===== config.mk =====
export PLATFORM = sky130hd
export DESIGN_NAME = fm_seek_station_memory
export DESIGN_NICKNAME = d
export VERILOG_FILES = /design/src/rtl/fmss_pkg.sv /design/src/rtl/fm_seek_station_memory.sv /design/src/rtl/fmss_map.sv /design/src/rtl/fmss_nth.sv
export SDC_FILE = /design/constraint.sdc
export NUM_CORES = 1
export LEC_CHECK = 0
export BUFFER_PORTS_ARGS = -buffer_cell sky130_fd_sc_hd__buf_2
export CORE_UTILIZATION = 60
export DETAILED_ROUTE_END_ITERATION = 6
export HOLD_SLACK_MARGIN = 0.05
export PLACE_DENSITY = 0.81
export SYNTH_ARGS = -nofsm -noshare
export SYNTH_HDL_FRONTEND = slang
export SYNTH_SLANG_ARGS = --single-unit

===== constraint.sdc =====
create_clock -name clk -period 27.7 [get_ports clk]
set_clock_uncertainty 0.15 [all_clocks]
set_input_delay 5.54 -clock clk [delete_from_list [all_inputs] [get_ports clk]]
set_output_delay 5.54 -clock clk [all_outputs]
set_load 0.05 [all_outputs]

===== src/rtl/fmss_pkg.sv =====
// shared types, constants and helpers of the fm seek and station memory block
`timescale 1ns / 1ps
package fmss_pkg;

	// map and position geometry
	localparam int MAP_WORDS_DEF = 13;
	localparam int WORD_W        = 16;
	localparam int BIT_W         = 4;
	localparam int POPC_W        = 5;
	localparam int POS_W         = 8;
	localparam int CNT_W         = 8;
	localparam int KEY_W         = 11;
	localparam int FREQ_W        = 14;
	localparam int F100_W        = 11;
	localparam int LIMIT_W       = 8;

	// band in 100 kHz steps relative to 87.5 MHz
	localparam logic [POS_W-1:0]   POS_MAX     = 8'd205;
	localparam logic [KEY_W-1:0]   KEY_MIN     = 11'd875;
	localparam logic [KEY_W-1:0]   KEY_MAX     = 11'd1080;
	localparam logic [F100_W-1:0]  BASE_100K   = 11'd875;
	localparam logic [LIMIT_W-1:0] LIMIT_RESET = 8'd205;

	// command codes
	localparam logic [2:0] CMD_TICK    = 3'd0;
	localparam logic [2:0] CMD_SCAN    = 3'd1;
	localparam logic [2:0] CMD_HALF    = 3'd2;
	localparam logic [2:0] CMD_FSTEP   = 3'd3;
	localparam logic [2:0] CMD_CSTEP   = 3'd4;
	localparam logic [2:0] CMD_KEYPAD  = 3'd5;

	// operating modes
	localparam logic [1:0] MODE_PLAY = 2'd0;
	localparam logic [1:0] MODE_SCAN = 2'd1;
	localparam logic [1:0] MODE_HALF = 2'd2;

	// map write request
	typedef struct packed {
		logic             clear;
		logic             mark;
		logic [POS_W-1:0] pos;
	} fmss_map_wr_t;

	// lookup request and answer
	typedef struct packed {
		logic             start;
		logic [CNT_W-1:0] n;
	} fmss_srch_req_t;

	typedef struct packed {
		logic             done;
		logic             found;
		logic [POS_W-1:0] pos;
	} fmss_srch_rsp_t;

	function automatic logic [POPC_W-1:0] popcount16(input logic [WORD_W-1:0] w);
		logic [1:0]        p [WORD_W/2];
		logic [POPC_W-1:0] s;
		for (int i = 0; i < WORD_W/2; i++) begin
			p[i] = {1'b0, w[2*i]} + {1'b0, w[2*i+1]};
		end
		s = '0;
		for (int i = 0; i < WORD_W/2; i++) begin
			s = s + POPC_W'(p[i]);
		end
		return s;
	endfunction

endpackage


===== src/rtl/fm_seek_station_memory.sv =====
// top level of the fm seek and station memory controller
//
//  port group   dir  handshake                 beat contents
//  ----------   ---  ------------------------  ---------------------------------------
//  in           in   in_valid / in_stall       command, station_found, direction, number
//  out          out  out_valid / out_stall     frequency, channel, station_total, mode,
//                                              retune, seek_finished
//  apb          in   psel/penable/pwrite/pready half_seek_limit at byte address 0
//
//  one item at a time: a beat that needs no station lookup goes from accept
//  through ST_EMIT to the result register. a channel step, a keypad channel
//  or the end of a scan with stations stored runs the lookup unit in ST_SEARCH,
//  which skips whole map words by count and then walks the bits of the hit word.
//  the lookup pace is set by the serial bit walk of one 16-bit map word.
//  reset clears the map and all control state at once; no clearing pass.
//  a stall on out holds the result register; in_stall stays high until the
//  result of the current beat is in the result register.
`timescale 1ns / 1ps
module fm_seek_station_memory
	import fmss_pkg::*;
#(
	parameter int MAP_WORDS = MAP_WORDS_DEF
) (
	input  logic               clk,
	input  logic               arst_n,
	// input beats
	input  logic               in_valid,
	output logic               in_stall,
	input  logic [2:0]         command,
	input  logic               station_found,
	input  logic               direction,
	input  logic [KEY_W-1:0]   number,
	// result beats
	output logic               out_valid,
	input  logic               out_stall,
	output logic [FREQ_W-1:0]  frequency,
	output logic [CNT_W-1:0]   channel,
	output logic [CNT_W-1:0]   station_total,
	output logic [1:0]         mode,
	output logic               retune,
	output logic               seek_finished,
	// configuration
	input  logic               psel,
	input  logic               penable,
	input  logic               pwrite,
	input  logic [2:0]         paddr,
	input  logic [31:0]        pwdata,
	output logic [31:0]        prdata,
	output logic               pready
);

	localparam int WIDX_W = $clog2(MAP_WORDS);

	// controller states
	localparam logic [1:0] ST_IDLE   = 2'd0;
	localparam logic [1:0] ST_SEARCH = 2'd1;
	localparam logic [1:0] ST_EMIT   = 2'd2;

	logic [1:0]         state_q;
	logic [POS_W-1:0]   pos_q;        // tuned frequency as 100 kHz offset from 87.5 MHz
	logic [CNT_W-1:0]   chan_q;
	logic [CNT_W-1:0]   count_q;
	logic [1:0]         mode_q;
	logic               seek_up_q;
	logic [CNT_W-1:0]   attempt_q;
	logic [LIMIT_W-1:0] limit_q;
	logic               retune_q;
	logic               finish_q;

	// result register
	logic               out_valid_q;
	logic [FREQ_W-1:0]  frequency_q;
	logic [CNT_W-1:0]   channel_q;
	logic [CNT_W-1:0]   total_q;
	logic [1:0]         mode_out_q;
	logic               retune_out_q;
	logic               finish_out_q;

	logic               accept;
	logic               load_out;
	logic               cfg_wr;

	// next-state decode of one beat
	logic [POS_W-1:0]   pos_d;
	logic [CNT_W-1:0]   chan_d;
	logic [CNT_W-1:0]   count_d;
	logic [1:0]         mode_d;
	logic               seek_up_d;
	logic [CNT_W-1:0]   attempt_d;
	logic               retune_d;
	logic               finish_d;
	logic               srch_d;
	logic [CNT_W-1:0]   srch_n;
	logic [CNT_W-1:0]   cnt_inc;
	logic [CNT_W:0]     att_next;
	logic [POS_W-1:0]   pos_step;

	fmss_map_wr_t       map_wr;
	fmss_srch_req_t     srch_req;
	fmss_srch_rsp_t     srch_rsp;
	logic [WIDX_W-1:0]  rd_idx;
	logic [WORD_W-1:0]  rd_word;
	logic [F100_W-1:0]  f100;

	// one 100 kHz step with wrap at the band edges
	function automatic logic [POS_W-1:0] step_pos(input logic [POS_W-1:0] p, input logic up);
		logic [POS_W-1:0] r;
		if (up) begin
			r = (p >= POS_MAX) ? '0 : p + POS_W'(1);
		end else begin
			r = (p == '0) ? POS_MAX : p - POS_W'(1);
		end
		return r;
	endfunction

	assign accept   = in_valid && !in_stall;
	assign in_stall = (state_q != ST_IDLE);
	assign load_out = (state_q == ST_EMIT) && (!out_valid_q || !out_stall);

	// step direction differs: a tick steps with the stored seek direction
	assign pos_step = step_pos(pos_q, (command == CMD_TICK) ? seek_up_q : direction);

	always_comb begin
		pos_d     = pos_q;
		chan_d    = chan_q;
		count_d   = count_q;
		mode_d    = mode_q;
		seek_up_d = seek_up_q;
		attempt_d = attempt_q;
		retune_d  = 1'b0;
		finish_d  = 1'b0;
		srch_d    = 1'b0;
		srch_n    = chan_q;
		map_wr    = '0;
		cnt_inc   = (count_q == '1) ? count_q : count_q + CNT_W'(1);
		att_next  = {1'b0, attempt_q} + (CNT_W+1)'(1);
		case (command)
			CMD_SCAN: begin
				// restarts from any mode
				map_wr.clear = 1'b1;
				count_d      = '0;
				chan_d       = CNT_W'(1);
				pos_d        = '0;
				mode_d       = MODE_SCAN;
			end
			CMD_TICK: begin
				case (mode_q)
					MODE_SCAN: begin
						if (station_found) begin
							count_d    = cnt_inc;
							chan_d     = cnt_inc;
							map_wr.mark = 1'b1;
							map_wr.pos = pos_q;
							retune_d   = 1'b1;
						end
						if (pos_q >= POS_MAX) begin
							// last step of the band ends the scan
							mode_d   = MODE_PLAY;
							pos_d    = '0;
							retune_d = 1'b1;
							finish_d = 1'b1;
							if (count_d != '0) begin
								chan_d = CNT_W'(1);
								srch_d = 1'b1;
								srch_n = CNT_W'(1);
							end
						end else begin
							pos_d = pos_q + POS_W'(1);
						end
					end
					MODE_HALF: begin
						if (station_found) begin
							mode_d   = MODE_PLAY;
							retune_d = 1'b1;
							finish_d = 1'b1;
						end else begin
							pos_d     = pos_step;
							attempt_d = att_next[CNT_W] ? '1 : att_next[CNT_W-1:0];
							if (att_next > {1'b0, limit_q}) begin
								mode_d   = MODE_PLAY;
								retune_d = 1'b1;
								finish_d = 1'b1;
							end
						end
					end
					default: begin
					end
				endcase
			end
			CMD_HALF: begin
				if (mode_q == MODE_PLAY) begin
					// first step is taken silently, tuner set only when the seek stops
					seek_up_d = direction;
					attempt_d = '0;
					pos_d     = pos_step;
					mode_d    = MODE_HALF;
				end
			end
			CMD_FSTEP: begin
				if (mode_q == MODE_PLAY) begin
					pos_d    = pos_step;
					retune_d = 1'b1;
				end
			end
			CMD_CSTEP: begin
				if (mode_q == MODE_PLAY && count_q != '0) begin
					if (direction) begin
						chan_d = (chan_q >= count_q) ? CNT_W'(1) : chan_q + CNT_W'(1);
					end else begin
						chan_d = (chan_q <= CNT_W'(1) || chan_q > count_q) ?
						         count_q : chan_q - CNT_W'(1);
					end
					srch_d   = 1'b1;
					srch_n   = chan_d;
					retune_d = 1'b1;
				end
			end
			CMD_KEYPAD: begin
				if (mode_q == MODE_PLAY) begin
					if (number != '0 && number <= {{(KEY_W-CNT_W){1'b0}}, count_q}) begin
						// channel number
						chan_d   = number[CNT_W-1:0];
						srch_d   = 1'b1;
						srch_n   = number[CNT_W-1:0];
						retune_d = 1'b1;
					end else if (number >= KEY_MIN && number <= KEY_MAX) begin
						// frequency in 100 kHz units
						pos_d    = POS_W'(number - KEY_MIN);
						retune_d = 1'b1;
					end
				end
			end
			default: begin
			end
		endcase
		// the map only changes on an accepted beat
		if (!accept) begin
			map_wr = '0;
		end
	end

	always_ff @(posedge clk or negedge arst_n) begin
		if (!arst_n) begin
			state_q   <= ST_IDLE;
			pos_q     <= '0;
			chan_q    <= CNT_W'(1);
			count_q   <= '0;
			mode_q    <= MODE_PLAY;
			seek_up_q <= 1'b0;
			attempt_q <= '0;
			retune_q  <= 1'b0;
			finish_q  <= 1'b0;
		end else begin
			case (state_q)
				ST_IDLE: begin
					if (accept) begin
						pos_q     <= pos_d;
						chan_q    <= chan_d;
						count_q   <= count_d;
						mode_q    <= mode_d;
						seek_up_q <= seek_up_d;
						attempt_q <= attempt_d;
						retune_q  <= retune_d;
						finish_q  <= finish_d;
						state_q   <= srch_d ? ST_SEARCH : ST_EMIT;
					end
				end
				ST_SEARCH: begin
					if (srch_rsp.done) begin
						// a missing station falls back to the band start
						pos_q   <= srch_rsp.found ? srch_rsp.pos : '0;
						state_q <= ST_EMIT;
					end
				end
				ST_EMIT: begin
					if (load_out) begin
						state_q <= ST_IDLE;
					end
				end
				default: begin
					state_q <= ST_IDLE;
				end
			endcase
		end
	end

	// map and lookup unit
	assign srch_req.start = accept && srch_d;
	assign srch_req.n     = srch_n;

	fmss_map #(
		.MAP_WORDS(MAP_WORDS)
	) u_map (
		.clk    (clk),
		.arst_n (arst_n),
		.wr     (map_wr),
		.rd_idx (rd_idx),
		.rd_word(rd_word)
	);

	fmss_nth #(
		.MAP_WORDS(MAP_WORDS)
	) u_nth (
		.clk    (clk),
		.arst_n (arst_n),
		.req    (srch_req),
		.rd_idx (rd_idx),
		.rd_word(rd_word),
		.rsp    (srch_rsp)
	);

	// frequency in 10 kHz units: (pos + 875) * 10
	assign f100 = F100_W'(pos_q) + BASE_100K;

	always_ff @(posedge clk or negedge arst_n) begin
		if (!arst_n) begin
			out_valid_q <= 1'b0;
		end else if (load_out) begin
			out_valid_q <= 1'b1;
		end else if (!out_stall) begin
			out_valid_q <= 1'b0;
		end
	end

	always_ff @(posedge clk) begin
		if (load_out) begin
			frequency_q  <= FREQ_W'({f100, 3'b000}) + FREQ_W'({f100, 1'b0});
			channel_q    <= chan_q;
			total_q      <= count_q;
			mode_out_q   <= mode_q;
			retune_out_q <= retune_q;
			finish_out_q <= finish_q;
		end
	end

	assign out_valid     = out_valid_q;
	assign frequency     = frequency_q;
	assign channel       = channel_q;
	assign station_total = total_q;
	assign mode          = mode_out_q;
	assign retune        = retune_out_q;
	assign seek_finished = finish_out_q;

	// configuration register, word 0 only
	assign pready = 1'b1;
	assign cfg_wr = psel && penable && pwrite && pready;

	always_ff @(posedge clk or negedge arst_n) begin
		if (!arst_n) begin
			limit_q <= LIMIT_RESET;
		end else if (cfg_wr && !paddr[2]) begin
			limit_q <= pwdata[LIMIT_W-1:0];
		end
	end

	assign prdata = paddr[2] ? 32'd0 : {{(32-LIMIT_W){1'b0}}, limit_q};

endmodule


===== src/rtl/fmss_map.sv =====
// station map storage: one bit per 100 kHz position, cleared at scan start
`timescale 1ns / 1ps
module fmss_map
	import fmss_pkg::*;
#(
	parameter int MAP_WORDS = MAP_WORDS_DEF
) (
	input  logic                         clk,
	input  logic                         arst_n,
	input  fmss_map_wr_t                 wr,
	input  logic [$clog2(MAP_WORDS)-1:0] rd_idx,
	output logic [WORD_W-1:0]            rd_word
);

	localparam int WIDX_W = $clog2(MAP_WORDS);

	logic [WORD_W-1:0] words_q [MAP_WORDS];
	logic              in_map;

	// positions past the last word are counted but never stored
	assign in_map = {{(POS_W-BIT_W){1'b0}}, wr.pos[POS_W-1:BIT_W]} < POS_W'(MAP_WORDS);

	always_ff @(posedge clk or negedge arst_n) begin
		if (!arst_n) begin
			for (int i = 0; i < MAP_WORDS; i++) begin
				words_q[i] <= '0;
			end
		end else if (wr.clear) begin
			for (int i = 0; i < MAP_WORDS; i++) begin
				words_q[i] <= '0;
			end
		end else if (wr.mark && in_map) begin
			words_q[wr.pos[BIT_W+WIDX_W-1:BIT_W]][wr.pos[BIT_W-1:0]] <= 1'b1;
		end
	end

	assign rd_word = words_q[rd_idx];

endmodule


===== src/rtl/fmss_nth.sv =====
// finds the nth set map bit: skips whole words by count, then walks bits serially
`timescale 1ns / 1ps
module fmss_nth
	import fmss_pkg::*;
#(
	parameter int MAP_WORDS = MAP_WORDS_DEF
) (
	input  logic                         clk,
	input  logic                         arst_n,
	input  fmss_srch_req_t               req,
	output logic [$clog2(MAP_WORDS)-1:0] rd_idx,
	input  logic [WORD_W-1:0]            rd_word,
	output fmss_srch_rsp_t               rsp
);

	localparam int WIDX_W = $clog2(MAP_WORDS);
	localparam logic [WIDX_W-1:0] LAST_WORD = WIDX_W'(MAP_WORDS - 1);

	logic              busy_q;
	logic              bit_phase_q;
	logic [WIDX_W-1:0] widx_q;
	logic [CNT_W-1:0]  rem_q;
	logic [WORD_W-1:0] sr_q;
	logic [BIT_W-1:0]  bit_q;
	logic              done_q;
	logic              found_q;
	logic [POS_W-1:0]  pos_q;
	logic [CNT_W-1:0]  pc;

	assign pc     = CNT_W'(popcount16(rd_word));
	assign rd_idx = widx_q;

	always_ff @(posedge clk or negedge arst_n) begin
		if (!arst_n) begin
			busy_q      <= 1'b0;
			bit_phase_q <= 1'b0;
			done_q      <= 1'b0;
		end else begin
			done_q <= 1'b0;
			if (req.start) begin
				busy_q      <= 1'b1;
				bit_phase_q <= 1'b0;
			end else if (busy_q && !bit_phase_q) begin
				if (pc >= rem_q) begin
					bit_phase_q <= 1'b1;
				end else if (widx_q == LAST_WORD) begin
					busy_q <= 1'b0;
					done_q <= 1'b1;
				end
			end else if (busy_q) begin
				if ((sr_q[0] && rem_q == CNT_W'(1)) || bit_q == '1) begin
					busy_q <= 1'b0;
					done_q <= 1'b1;
				end
			end
		end
	end

	always_ff @(posedge clk) begin
		if (req.start) begin
			widx_q  <= '0;
			rem_q   <= req.n;
			found_q <= 1'b0;
		end else if (busy_q && !bit_phase_q) begin
			if (pc >= rem_q) begin
				// hit lies in this word
				sr_q  <= rd_word;
				bit_q <= '0;
			end else begin
				rem_q <= rem_q - pc;
				if (widx_q != LAST_WORD) begin
					widx_q <= widx_q + WIDX_W'(1);
				end
			end
		end else if (busy_q) begin
			if (sr_q[0]) begin
				if (rem_q == CNT_W'(1)) begin
					found_q <= 1'b1;
					pos_q   <= POS_W'({widx_q, bit_q});
				end else begin
					rem_q <= rem_q - CNT_W'(1);
				end
			end
			sr_q  <= sr_q >> 1;
			bit_q <= bit_q + BIT_W'(1);
		end
	end

	assign rsp.done  = done_q;
	assign rsp.found = found_q;
	assign rsp.pos   = pos_q;

endmodule

== After elaboration in Yosys (flattened, before gate mapping) ==
Index checks and enable logic that the tools add are counted.

* Mux-type cells: 116
* Add/sub/neg operators: 28
* Reduce and logical (&&, ||, !) cells: 57
* Bitwise gates (word level): 6
* Equal/unequal tests: 36
* $lt $le $gt $ge: 15

{| class="wikitable"
|+ Operator list
! operator !! number
|-
| $mux 208 || 2
|-
| $mux 8 || 40
|-
| $or 208x208->208 || 1
|-
| $mux 16 || 6
|-
| $bmux 16 s4 || 1
|-
| $demux 16 s4 || 1
|-
| $pmux 8 s2 || 4
|-
| $pmux 8 s4 || 2
|-
| $mux 1 || 36
|-
| $add 5x2->5 || 6
|-
| $mux 9 || 3
|-
| $add 8x1->8 const B || 3
|-
| $pmux 8 s3 || 1
|-
| $sub 8x1->8 const B || 3
|-
| $ne 3x3->1 const B || 7
|-
| $reduce_and 4->1 || 5
|-
| $add 1x1->2 || 8
|-
| $mux 2 || 8
|-
| $reduce_bool 2->1 || 8
|-
| $reduce_bool 8->1 || 2
|-
| $add 14x12->14 || 1
|-
| $logic_and 1x1->1 || 14
|-
| $mux 4 || 3
|-
| $ne 4x4->1 const B || 3
|-
| other kinds (58) || 90
|}

* Register bits: 334
* Input bits: 58

== Depth between registers and ports, before layout ==
Gate-level depths: netlist of the first run.

* Word-level depth: 16
* Depth in mapped cells: 29
* Mapped depth without buffers: 27

== Cells and area by module ==
From an unflattened synthesis of the first run, not the netlist that was laid out.

* Cells, all modules: 1939
* Area, all modules: 19261.0 µm²

{| class="wikitable"
|+ Modules (own cells, without submodules)
! module !! area each (µm²) !! cells an instance !! times used !! sequential area each (µm²)
|-
| fmss_map || 9569.2 || 870 || 1 || 5205.0
|-
| fm_seek_station_memory || 7034.2 || 818 || 1 || 2199.6
|-
| fmss_nth || 2657.5 || 251 || 1 || 1256.2
|}

== Worst setup path after synthesis of the first run ==
No wires, ideal clock.

* Path type: input to output
* Start point: in paddr[2]
* End point: out prdata[0]
* Required time: 22.010 ns
* Stages on the path: 2
* Slack: 15.595 ns
* Arrival: 6.415 ns
* Cells stage by stage: clkbuf_1 nor2b_1

* Cells in the longest elaborated chain, start to end: 1

{| class="wikitable"
|+ Ends and longest elaborated chain
! element !! RTL line !! RTL
|-
| from (decl) || fm_seek_station_memory.sv:46 || <nowiki>input logic [2:0] paddr,</nowiki>
|-
| $mux 8 || fm_seek_station_memory.sv:356 || <nowiki>assign prdata = paddr[2] ? 32'd0 : {{(32-LIMIT_W){1'b0}}, limit_q};</nowiki>
|-
| to (decl) || fm_seek_station_memory.sv:48 || <nowiki>output logic [31:0] prdata,</nowiki>
|}

Every way passes these cells.

== Worst setup path after layout of the first run ==
Same ends and word-level chain as after synthesis.

==> impl_results.md, run 1 <==
* Final hold viol count at 0
* Synth async-reset ratio at 77.8%
* Slew @ Worst Pin at 1290 ps
* Biggest register: u_map.words_q
* Post-route ant nets at 0
* Top Metal Used: met4
* Area added between synthesis and finish at 9.62%
* Starting Density at 61.1%
* CP Data Arrival Time at 6090 ps
* Initial antenna violation count at 0
* GRT Residual Overflow at 0
* Max reg flops at 208
* IO buf count at 74
* Final setup TNS at 0 ps
* R2r endpoint: u_nth.sr_q[11]$_DFFE_PP_
* Vias in the first global route at 15,100
* Crit end category: output port
* Hold Path Sink: retune$_DFFE_PP_
* Core Region at 0.0306 sq mm
* CTS Sinks at 333
* Seq/Total Area, Yosys at 46.4%
* Share of layout cells above drive strength 1 at 14.9%
* Nets at 2,059
* Pre-antenna DRT Iters at 6
* Leak Pwr at 9.26 nW
* Hold Path Depth at 0
* Final setup vio count at 0
* Mapped Area at 0.0187 sq mm
* Worst reg-to-reg path cell count at 24
* Hold crit path type: reg2reg
* Dpl hpwl at 32.1 mm
* Avg WL per Cell at 21.0 um
* Main area contributors after synthesis: dfrtp_1 34%, edfxtp_1 11%, a21oi_1 7.5%
* Cell Rows at 64
* GPL Wtd Cong at 0.958
* Post-Syn Area per Cell at 9.78 sq um
* CTS tree: done
* Largest net degree at the start of global routing at 115
* Post-route setup slack at 15,920 ps
* Yosys warnings at 0
* Yosys top cell area share at 33.9%
* Reg2reg start: u_nth.rd_idx[0]$_SDFFE_PP0P_
* CTS root buf: clkbuf_16
* Min Hold Slack at 325 ps
* Vias per cell at 6.49
* H-Tree Depth at 2
* Top Ports at 127
* #FFs+latches synth at 333
* Worst hold start: retune_q$_DFFE_PN0P_
* Tmin final at 11,780 ps
* Total of max-cap violations at 0
* Clock buffer depth at 3
* Die Area at 0.0318 sq mm
* Data required, critical path at 22,010 ps
* First-pass GRT wire length at 79.1 mm
* Startpoint type of the worst setup path: primary input
* Met3 wire length at 3.71 mm
* Cells after DPL at 2,279
* Finished Core Util at 66.9%
* Post-Place Worst Slack at 15,920 ps
* Non-filler cells, final at 2,347
* Cts repair resizes at 0
* Setup slack, reg-to-reg at 18,900 ps
* Gr usage total at 32.0%
* Met1 WL at 19.1 mm
* DRC errors left at 0
* Commonest non-fill, non-tap cells in the layout: 306 x nor2_1, 279 x a21oi_1, 253 x dfrtp_1
* Slew Limit Fails at 0
* 1st-iter DRT viols at 1,731
* Final Total Pwr at 1.98 mW
* Worst setup path category: in2out
* Setup Buffers After CTS at 0
* Final Cell Area at 0.0205 sq mm
* Distinct cells, synth at 83
* Ant diodes at 0
* VDD IR-drop max at 101 uV
* Status: completed
* Die height at 178 um
* Crit path max fanout at 9
* RSZ-0062 raised after global routing: no
* Worst-skew pair later-pin latency at 540 ps
* DRT Wirelength at 49.3 mm
* FMAX at 84.9 MHz
* CTS Buf Count at 37
* Reg clk slew, reported paths at 60 ps
* Most common cell after layout, fill and taps aside: nor2_1
* P per Cell Area at 96.6 mW/mm^2
* Routed wl met2 at 23.9 mm
* Worst relative slew slack at 13.9%
* Ys flop type: dfrtp_1
* Die W at 178 um
* Placed cell area at 0.0191 sq mm
* Vias at 15,200
* Fin crit share at 42.5%
* Synth Instances at 1,911
* CTS Hold Bufs at 0
* Number of synthesized flops with an enable pin at 69
* Post-synth top area cell: dfrtp_1
==> cell families (layout without fill, tap and decap cells) <==
logic type	count (synthesis)	count (layout)	share of synthesized area (%)
AO/OA/AOI/OAI	501	501	15.9
XOR/XNOR	45	45	2.11
flip-flops	333	333	46.4
buffers and inverters	217	233	5.35
AND/OR/NAND/NOR	646	646	16.3
other	2	26	0.0402
adder cells (fa/ha/maj)	79	79	5.81
multiplexers	88	88	8.14
==> worst max-delay path, stage by stage <==
cell and delay, ps:
buf_2 150, nor2b_1 120, buf_2 280
==> power by group <==
group,switching [mW],leakage (nW),internal (mW)
combinational,0.510,4.34,0.331
sequential,0.0524,4.25,0.554
clock,0.210,0.671,0.320
total,0.773,9.26,1.20
==> cells in the mapped netlist, types with 14 or more instances <==
master / n
a221oi_1: 20
mux4_2: 49
mux2_2: 22
nand3_1: 34
xnor2_1: 32
a21oi_1: 280
mux2i_1: 17
dfrtp_1: 253
o21ai_0: 63
inv_1: 69
nor2b_1: 14
nand2b_1: 19
a31oi_1: 22
buf_2: 30
and3_1: 21
clkbuf_1: 75
buf_4: 29
nor2_1: 314
edfxtp_1: 69
a21o_1: 15
ha_1: 66
nor3_1: 23
nand2_1: 139
==> worst max path at each step <==
stage	from	end	slack [ps]
2_1_floorplan	paddr[2]	prdata[0]	15600
3_3_place_gp	paddr[2]	prdata[0]	15960
3_5_place_dp	paddr[2]	prdata[0]	15920
4_1_cts	paddr[2]	prdata[0]	15920
5_1_grt	paddr[2]	prdata[3]	15890
6_report	paddr[2]	prdata[0]	15920
==> layer usage <==
| metal | vias to the layer above | GRT usage, % |
|---|---|---|
| li1 | 6797 | - |
| met4 | 0 | 17.9 |
| met1 | 7439 | 40.8 |
| met3 | 186 | 5.54 |
| met5 | - | 0 |
| met2 | 801 | 51.9 |
==> final cells by class <==
class	instances	area [sq um]
Fill cell	2302	10100
Multi-Input combinational cell	1385	9160
Sequential cell	333	8670
Clock buffer	52	1140
Timing Repair Buffer	96	546
Tap cell	396	495
Inverter	69	259
Clock inverter	16	213
Power figures use the tool's default switching activity.
==> run 2: changes to the inputs <==
- clock period: 27.7 -> 12 ns (I/O delays scaled with it)
==> run 2 against run 1 <==
Against the previous run: clock-buffer cell count is 2 lower; register-to-register slack lost 16000 ps; setup slack got worse by 13000 ps; total power grew 120%; sequential power up 130%; die area unchanged; critical path type is now reg2reg.
==> impl_results.md, run 2 (synthesis gave the netlist of run 1 again) <==
* FMAX at 115 MHz
* Max reg flops at 208 (unchanged)
* Placed cell area at 0.0191 sq mm (about the same)
* Starting Density at 61.1% (unchanged)
* Slew Limit Fails at 0 (unchanged)
* Commonest non-fill, non-tap cells in the layout: 306 x nor2_1, 279 x a21oi_1, 253 x dfrtp_1
* Worst setup path category: reg2reg
* Multi-input gate area at 0.00916 sq mm (unchanged)
* Crit end category: register
* Post-route ant nets at 0 (unchanged)
* Tmin final at 8720 ps
* Internal power at 2.67 mW (+120%)
* Psw at 1.75 mW (+130%)
* Routed wl met2 at 23.9 mm (+0.23%)
* Die height at 178 um (unchanged)
* CTS Buf Count at 36 (-2.7%)
* CTS Hold Bufs at 0 (unchanged)
* FILL cells at 2,366 (+2.8%)
* Total of max-cap violations at 0 (unchanged)
* Worst-skew pair later-pin latency at 540 ps (about the same)
* Status: completed
* Clk pwr share at 24.7% (-2.1 points)
* Final setup TNS at 0 ps (unchanged)
* Slew @ Worst Pin at 1140 ps (-150 ps)
* Met3 wire length at 3.91 mm (+5.5%)
* Met1 WL at 19.1 mm (-0.43%)
* Largest net degree at the start of global routing at 120 (+4.3%)
* CTS root buf: clkbuf_16
* Final Cell Area at 0.0203 sq mm (-0.89%)
* Vias at 15,200 (-0.026%)
* Most common cell after layout, fill and taps aside: nor2_1
* Startpoint type of the worst setup path: register
* Cell Rows at 64 (unchanged)
* GPL Wtd Cong at 0.969 (+1.1%)
* H-Tree Depth at 2 (unchanged)
* IO buf count at 74 (unchanged)
* Vias in the first global route at 14,900 (-1.2%)
* Seq pwr share at 31.5% (+0.8 points)
* GRT Residual Overflow at 0 (unchanged)
* RSZ-0062 raised after global routing: no
* DRT Wirelength at 49.5 mm (+0.28%)
* Top Metal Used: met4
* VDD IR-drop max at 227 uV (+120%)
* First-pass GRT wire length at 78.9 mm (-0.31%)
* CTS Sinks at 333 (unchanged)
* Fin crit share at 72.7%
* CP Data Arrival Time at 8770 ps (+2680 ps)
* Flip-flop and latch area at 0.00867 sq mm (unchanged)
* Vias per cell at 6.49 (+0.10%)
* Clock buffer depth at 3 (unchanged)
* Core Region at 0.0306 sq mm (unchanged)
* Fraction of power spent switching nets at 39.6% (+0.55 points)
* Ant diodes at 0 (unchanged)
* Avg WL per Cell at 21.1 um (+0.40%)
* Share of layout cells above drive strength 1 at 14.5% (-0.39 points)
* P per Cell Area at 218 mW/mm^2 (+130%)
* Cts repair resizes at 0 (unchanged)
* Data required, critical path at 12,050 ps (-9960 ps)
* Biggest register: u_map.words_q
* Die Area at 0.0318 sq mm (unchanged)
* 1st-iter DRT viols at 1,636 (-5.5%)
* DRC errors left at 0 (unchanged)
* CTS tree: done
* Initial antenna violation count at 0 (unchanged)
* Reg clk slew, reported paths at 60 ps (about the same)
* Final setup vio count at 0 (unchanged)
* Area added between synthesis and finish at 8.64%
* Dpl hpwl at 32.6 mm (+1.7%)
* Final hold viol count at 0 (unchanged)
* Die W at 178 um (unchanged)
* Pre-antenna DRT Iters at 6 (unchanged)
* Nets at 2,057 (-0.097%)
* Crit path max fanout at 34 (+25)
* Worst relative slew slack at 24.0% (+10 points)
* Logic pwr share at 43.8% (+1.3 points)
* Top Ports at 127 (unchanged)
* Hold crit path type: reg2reg
* Setup Buffers After CTS at 0 (unchanged)
* Gr usage total at 31.8% (-0.20 points)
* Leak Pwr at 9.17 nW (-0.99%)
-- run 2: worst max-delay path, stage by stage (launching register included) --
cell and delay (ps):
dfxtp_4 790, buf_4 500, mux4_2 560, a221oi_1 260, a31oi_1 170, fa_1 530, ha_1 290, inv_1 40
fa_1 470, fa_1 530, inv_1 50, fa_1 500, fa_1 430, fa_1 400, inv_1 80, fa_1 450
fa_1 450, a21o_1 180, a21oi_1 240, o21ai_0 140, a21boi_0 460, nor2_1 170, nor3b_2 210, buf_4 300
-- run 2: final timing paths --
kind / from / to / slack (ps) / cells after the start
worst min register to register: u_nth.rd_idx[1]$_SDFFE_PP0P_ / u_nth.pos_q[5]$_DFFE_PP_ / 270 / 0
min in group asynchronous: arst_n / count_q[5]$_DFFE_PN0P_ / 1760 / 1
worst min-delay path: u_nth.rd_idx[1]$_SDFFE_PP0P_ / u_nth.pos_q[5]$_DFFE_PP_ / 270 / 0
worst max-delay path: u_nth.rd_idx[0]$_SDFFE_PP0P_ / u_nth.sr_q[8]$_DFFE_PP_ / 3280 / 23
worst max register to register: u_nth.rd_idx[0]$_SDFFE_PP0P_ / u_nth.sr_q[8]$_DFFE_PP_ / 3280 / 23
max in group asynchronous: arst_n / u_map.words_q[98]$_DFFE_PN0P_ / 8370 / 2
-- run 2: per-stage QoR --
stage	power [mW]	util (%)	instances	hold slack, ps	setup slack (ps)
global route	4.70	66.3	2344	286	2810
finish	4.42	66.3	2344	274	3280
floorplan	2.86	-	1935	273	3050
detailed placement	3.31	62.5	2278	280	3310
CTS	4.42	66.3	2344	273	3300
global placement	3.21	62.5	2278	273	3500
-- run 2: power by group through the flow --
stage / clock network [mW] / registers [mW] / logic [mW]
after floorplan: 0 / 1.45 / 1.41
after global placement: 0 / 1.41 / 1.81
after detailed placement: 0 / 1.41 / 1.90
after CTS: 1.11 / 1.39 / 1.93
after global routing: 1.15 / 1.41 / 2.15
final: 1.09 / 1.39 / 1.94
-- run 2: area by class of cell --
type / count / area share, %
multi-input cells: 1385 / 45.1
flip-flops and latches: 333 / 42.7
clock buffers: 50 / 5.05
repair buffers: 95 / 2.65
well taps: 396 / 2.44
inverters: 69 / 1.28
clock inverters: 16 / 0.740
-- run 2: routing by layer --
layer,vias up,GRT usage (%)
met1,7417,40.5
met5,-,0
met4,0,17.3
met3,181,5.16
met2,836,52.2
li1,6785,-
==> run 3: changes to the inputs <==
- ABC_AREA: unset -> 1
- clock period: 12 -> 8.75 ns (I/O delays scaled with it)
==> run 3 against run 2 <==
Against the previous run: the run now ends with DRC left; routed wire length is 6.7% higher; synthesized area is 3.6% higher; worst hold slack better by 28 ps; setup slack worse by 2500 ps.
==> impl_results.md, run 3 <==
* Worst path cell trace: buf_4 > nand2_1 > o21ai_0 > a221oi_1 > o31ai_1 > fa_1 > ha_1 > inv_1 > fa_1 > fa_1 > inv_1 > fa_1 > fa_1 > fa_1 > inv_1 > fa_1 > fa_1 > a21oi_1 > o2111ai_1 > nand2_1 > nor2_1 > nor2_1 > buf_4
* Top Family by Delay on Critical Path: adder cells
* Die Area at 0.0330 sq mm (+3.6%)
* Ant diodes at 0 (unchanged)
* Finished Core Util at 66.4% (about the same)
* Final hold viol count at 0 (unchanged)
* Seq/Total Area, Yosys at 44.7% (-1.6 points)
* CTS Buf Count at 37 (+2.8%)
* Slew @ Worst Pin at 1330 ps (+192 ps)
* Max reg flops at 208 (unchanged)
* Buf+Inv Stages, Crit Path at 5 (unchanged)
* Hold Path Sink: seek_finished$_DFFE_PP_
* Vias in the first global route at 16,500 (+11%)
* Core Region at 0.0316 sq mm (+3.4%)
* Cts repair resizes at 0 (unchanged)
* FMAX at 125 MHz (+9.4%)
* GRT Residual Overflow at 0 (unchanged)
* Crit path depth at 23 (unchanged)
* Avg WL per Cell at 18.2 um (-14%)
* Vias at 17,400 (+14%)
* Top cells by count, synth: 420 x nand2_1, 364 x a21oi_1, 280 x nor2_1
* Nets at 2,602 (+26%)
* Biggest register: u_map.words_q
* Reg clk slew, reported paths at 60 ps (about the same)
* Starting Density at 61.2% (+0.11 points)
* Initial antenna violation count at 0 (unchanged)
* Post-Syn Area per Cell at 7.92 sq um (-19%)
* Status: complete, but fails checks
* Vias per cell at 6.01 (-7.4%)
* Dpl hpwl at 35.1 mm (+7.6%)
* 1st-iter DRT viols at 1,972 (+21%)
* Data required, critical path at 8830 ps (-3220 ps)
* Post-synth top area cell: dfrtp_1
* CTS root buf: clkbuf_16
* GPL Wtd Cong at 0.946 (-2.4%)
* Number of synthesized flops with an enable pin at 69 (unchanged)
* Hold crit path type: reg2reg
* Critical Path Source: u_nth.rd_idx[0]$_SDFFE_PP0P_
* Startpoint type of the worst setup path: register
* Worst hold start: finish_q$_DFFE_PN0P_
* Largest net degree at the start of global routing at 158 (+32%)
* Synth Instances at 2,444 (+28%)
* Fin crit share at 91.1% (+18 points)
* Final setup vio count at 0 (unchanged)
* Top Ports at 127 (unchanged)
* First-pass GRT wire length at 84.5 mm (+7.2%)
* Yosys top cell area share at 32.7% (-1.2 points)
* CTS Sinks at 333 (unchanged)
* Gr usage total at 32.0% (+0.20 points)
* DRT Wirelength at 52.8 mm (+6.7%)
* Yosys warnings at 0 (unchanged)
* Crit end category: register
* Clock buffer depth at 3 (unchanged)
* Share of layout cells above drive strength 1 at 9.11% (-5.4 points)
* Commonest non-fill, non-tap cells in the layout: 420 x nand2_1, 363 x a21oi_1, 280 x nor2_1
* Setup Buffers After CTS at 0 (unchanged)
* IO buf count at 74 (unchanged)
* Reg2reg start: u_nth.rd_idx[0]$_SDFFE_PP0P_
* Routed wl met2 at 24.4 mm (+2.1%)
* Slew Limit Fails at 0 (unchanged)
* Cell Rows at 65 (+1.6%)
* Die W at 182 um (+1.8%)
* Distinct cells, synth at 61 (-27%)
* R2r endpoint: u_nth.sr_q[9]$_DFFE_PP_
* Dominant cell by count in the synthesized netlist: nand2_1
* Area added between synthesis and finish at 8.49%
* DRC errors left at 3 (+3)
* Worst reg-to-reg path cell count at 23 (unchanged)
* Post-route ant nets at 0 (unchanged)
* Worst-skew pair later-pin latency at 540 ps (about the same)
* Crit path max fanout at 41 (+21%)
* Synth async-reset ratio at 77.8% (unchanged)
* Die height at 182 um (+1.8%)
* Total of max-cap violations at 0 (unchanged)
* CTS Hold Bufs at 0 (unchanged)
* Setup slack, reg-to-reg at 780 ps (-2500 ps)
* Largest stage delay, worst path at 540 ps (-250 ps)
* Mapped Area at 0.0194 sq mm (+3.6%)
* Pre-antenna DRT Iters at 7 (+1)
* Final setup TNS at 0 ps (unchanged)
* Ys flop type: dfrtp_1
* Failing checks: DRC
* Met3 wire length at 4.91 mm (+26%)
* RSZ-0062 raised after global routing: no
* Worst relative slew slack at 10.6% (-13 points)
* Tmin final at 7970 ps (-749 ps)
* CP Data Arrival Time at 8050 ps (-720 ps)
* CTS tree: done
* Hold Path Depth at 0 (unchanged)
* Highest-delay cell along the critical path: fa_1
* Most common cell after layout, fill and taps aside: nand2_1
* Met1 WL at 21.0 mm (+10%)
* Top Metal Used: met4
* H-Tree Depth at 2 (unchanged)
* Worst setup path category: reg2reg
* Main area contributors after synthesis: dfrtp_1 33%, edfxtp_1 11%, a21oi_1 9.4%
* #FFs+latches synth at 333 (unchanged)
* Most frequent CP cell: fa_1
-- run 3: cell types whose count changed after synthesis, moves of 19 or more --
cell / before / now
xnor2_1: 32 / 10
mux2_2: 22 / 0
nand4_1: 10 / 30
and3_1: 21 / 0
inv_1: 69 / 262
mux4_2: 49 / 0
nor2_1: 314 / 280
xor2_1: 13 / 37
nand3_1: 34 / 132
a21oi_1: 280 / 364
o21ai_0: 63 / 164
nand2b_1: 19 / 0
nand2_1: 139 / 420
-- run 3: metal layers --
metal	vias to the layer above	track usage (%)
li1	8104	-
met4	0	14.8
met5	-	0
met1	8144	41.4
met2	972	52.6
met3	183	5.76
-- run 3: cell families (layout without fill, tap and decap cells) --
| group | count (synthesis) | count (layout) | share of synthesized area (%) |
|---|---|---|---|
| compound gates | 621 | 621 | 17.4 |
| xor+xnor | 47 | 47 | 2.13 |
| fa+ha+maj | 79 | 79 | 5.61 |
| buf+inv | 420 | 444 | 9.23 |
| flops | 333 | 333 | 44.7 |
| other cells | 2 | 26 | 0.0388 |
| simple gates | 942 | 942 | 20.9 |
-- run 3: worst max path at each step --
| stage | endpoint | slack (ps) |
|---|---|---|
| after floorplan | u_nth.bit_q[0]$_SDFFCE_PP0P_ | 1320 |
| after global placement | u_nth.sr_q[11]$_DFFE_PP_ | 1070 |
| after detailed placement | u_nth.sr_q[9]$_DFFE_PP_ | 880 |
| after CTS | u_nth.sr_q[9]$_DFFE_PP_ | 800 |
| after global routing | u_nth.sr_q[9]$_DFFE_PP_ | 320 |
| final | u_nth.sr_q[9]$_DFFE_PP_ | 780 |
-- run 3: final cells by class --
| class | instances | area, sq um |
|---|---|---|
| Clock buffer | 54 | 1080 |
| Tap cell | 402 | 503 |
| Multi-Input combinational cell | 1715 | 9010 |
| Clock inverter | 12 | 110 |
| Sequential cell | 333 | 8670 |
| Timing Repair Buffer | 98 | 573 |
| Fill cell | 2642 | 10600 |
| Inverter | 280 | 1060 |
-- run 3: worst register-to-register path, stage by stage (launching register included) --
cell and delay [ps]:
dfxtp_4 500, buf_4 450, nand2_1 90, o21ai_0 90
a221oi_1 110, o31ai_1 530, fa_1 540, ha_1 300
inv_1 50, fa_1 470, fa_1 520, inv_1 50
fa_1 500, fa_1 440, fa_1 420, inv_1 80
fa_1 450, fa_1 450, a21oi_1 260, o2111ai_1 140
nand2_1 170, nor2_1 90, nor2_1 460, buf_4 330
-- run 3: stage by stage --
| stage | setup slack, ps | instance area (sq um) | hold slack (ps) | cells |
|---|---|---|---|---|
| floorplan | 1320 | 19400 | 256 | 2468 |
| global placement | 1070 | 19800 | 285 | 2828 |
| detailed placement | 883 | 19800 | 293 | 2828 |
| CTS | 796 | 21000 | 307 | 2894 |
| global route | 324 | 21000 | 318 | 2894 |
| finish | 777 | 21000 | 302 | 2894 |
Power of run 3 is not shown: default switching activity piles up to over one toggle a cycle in this logic, so the estimate is an artifact.
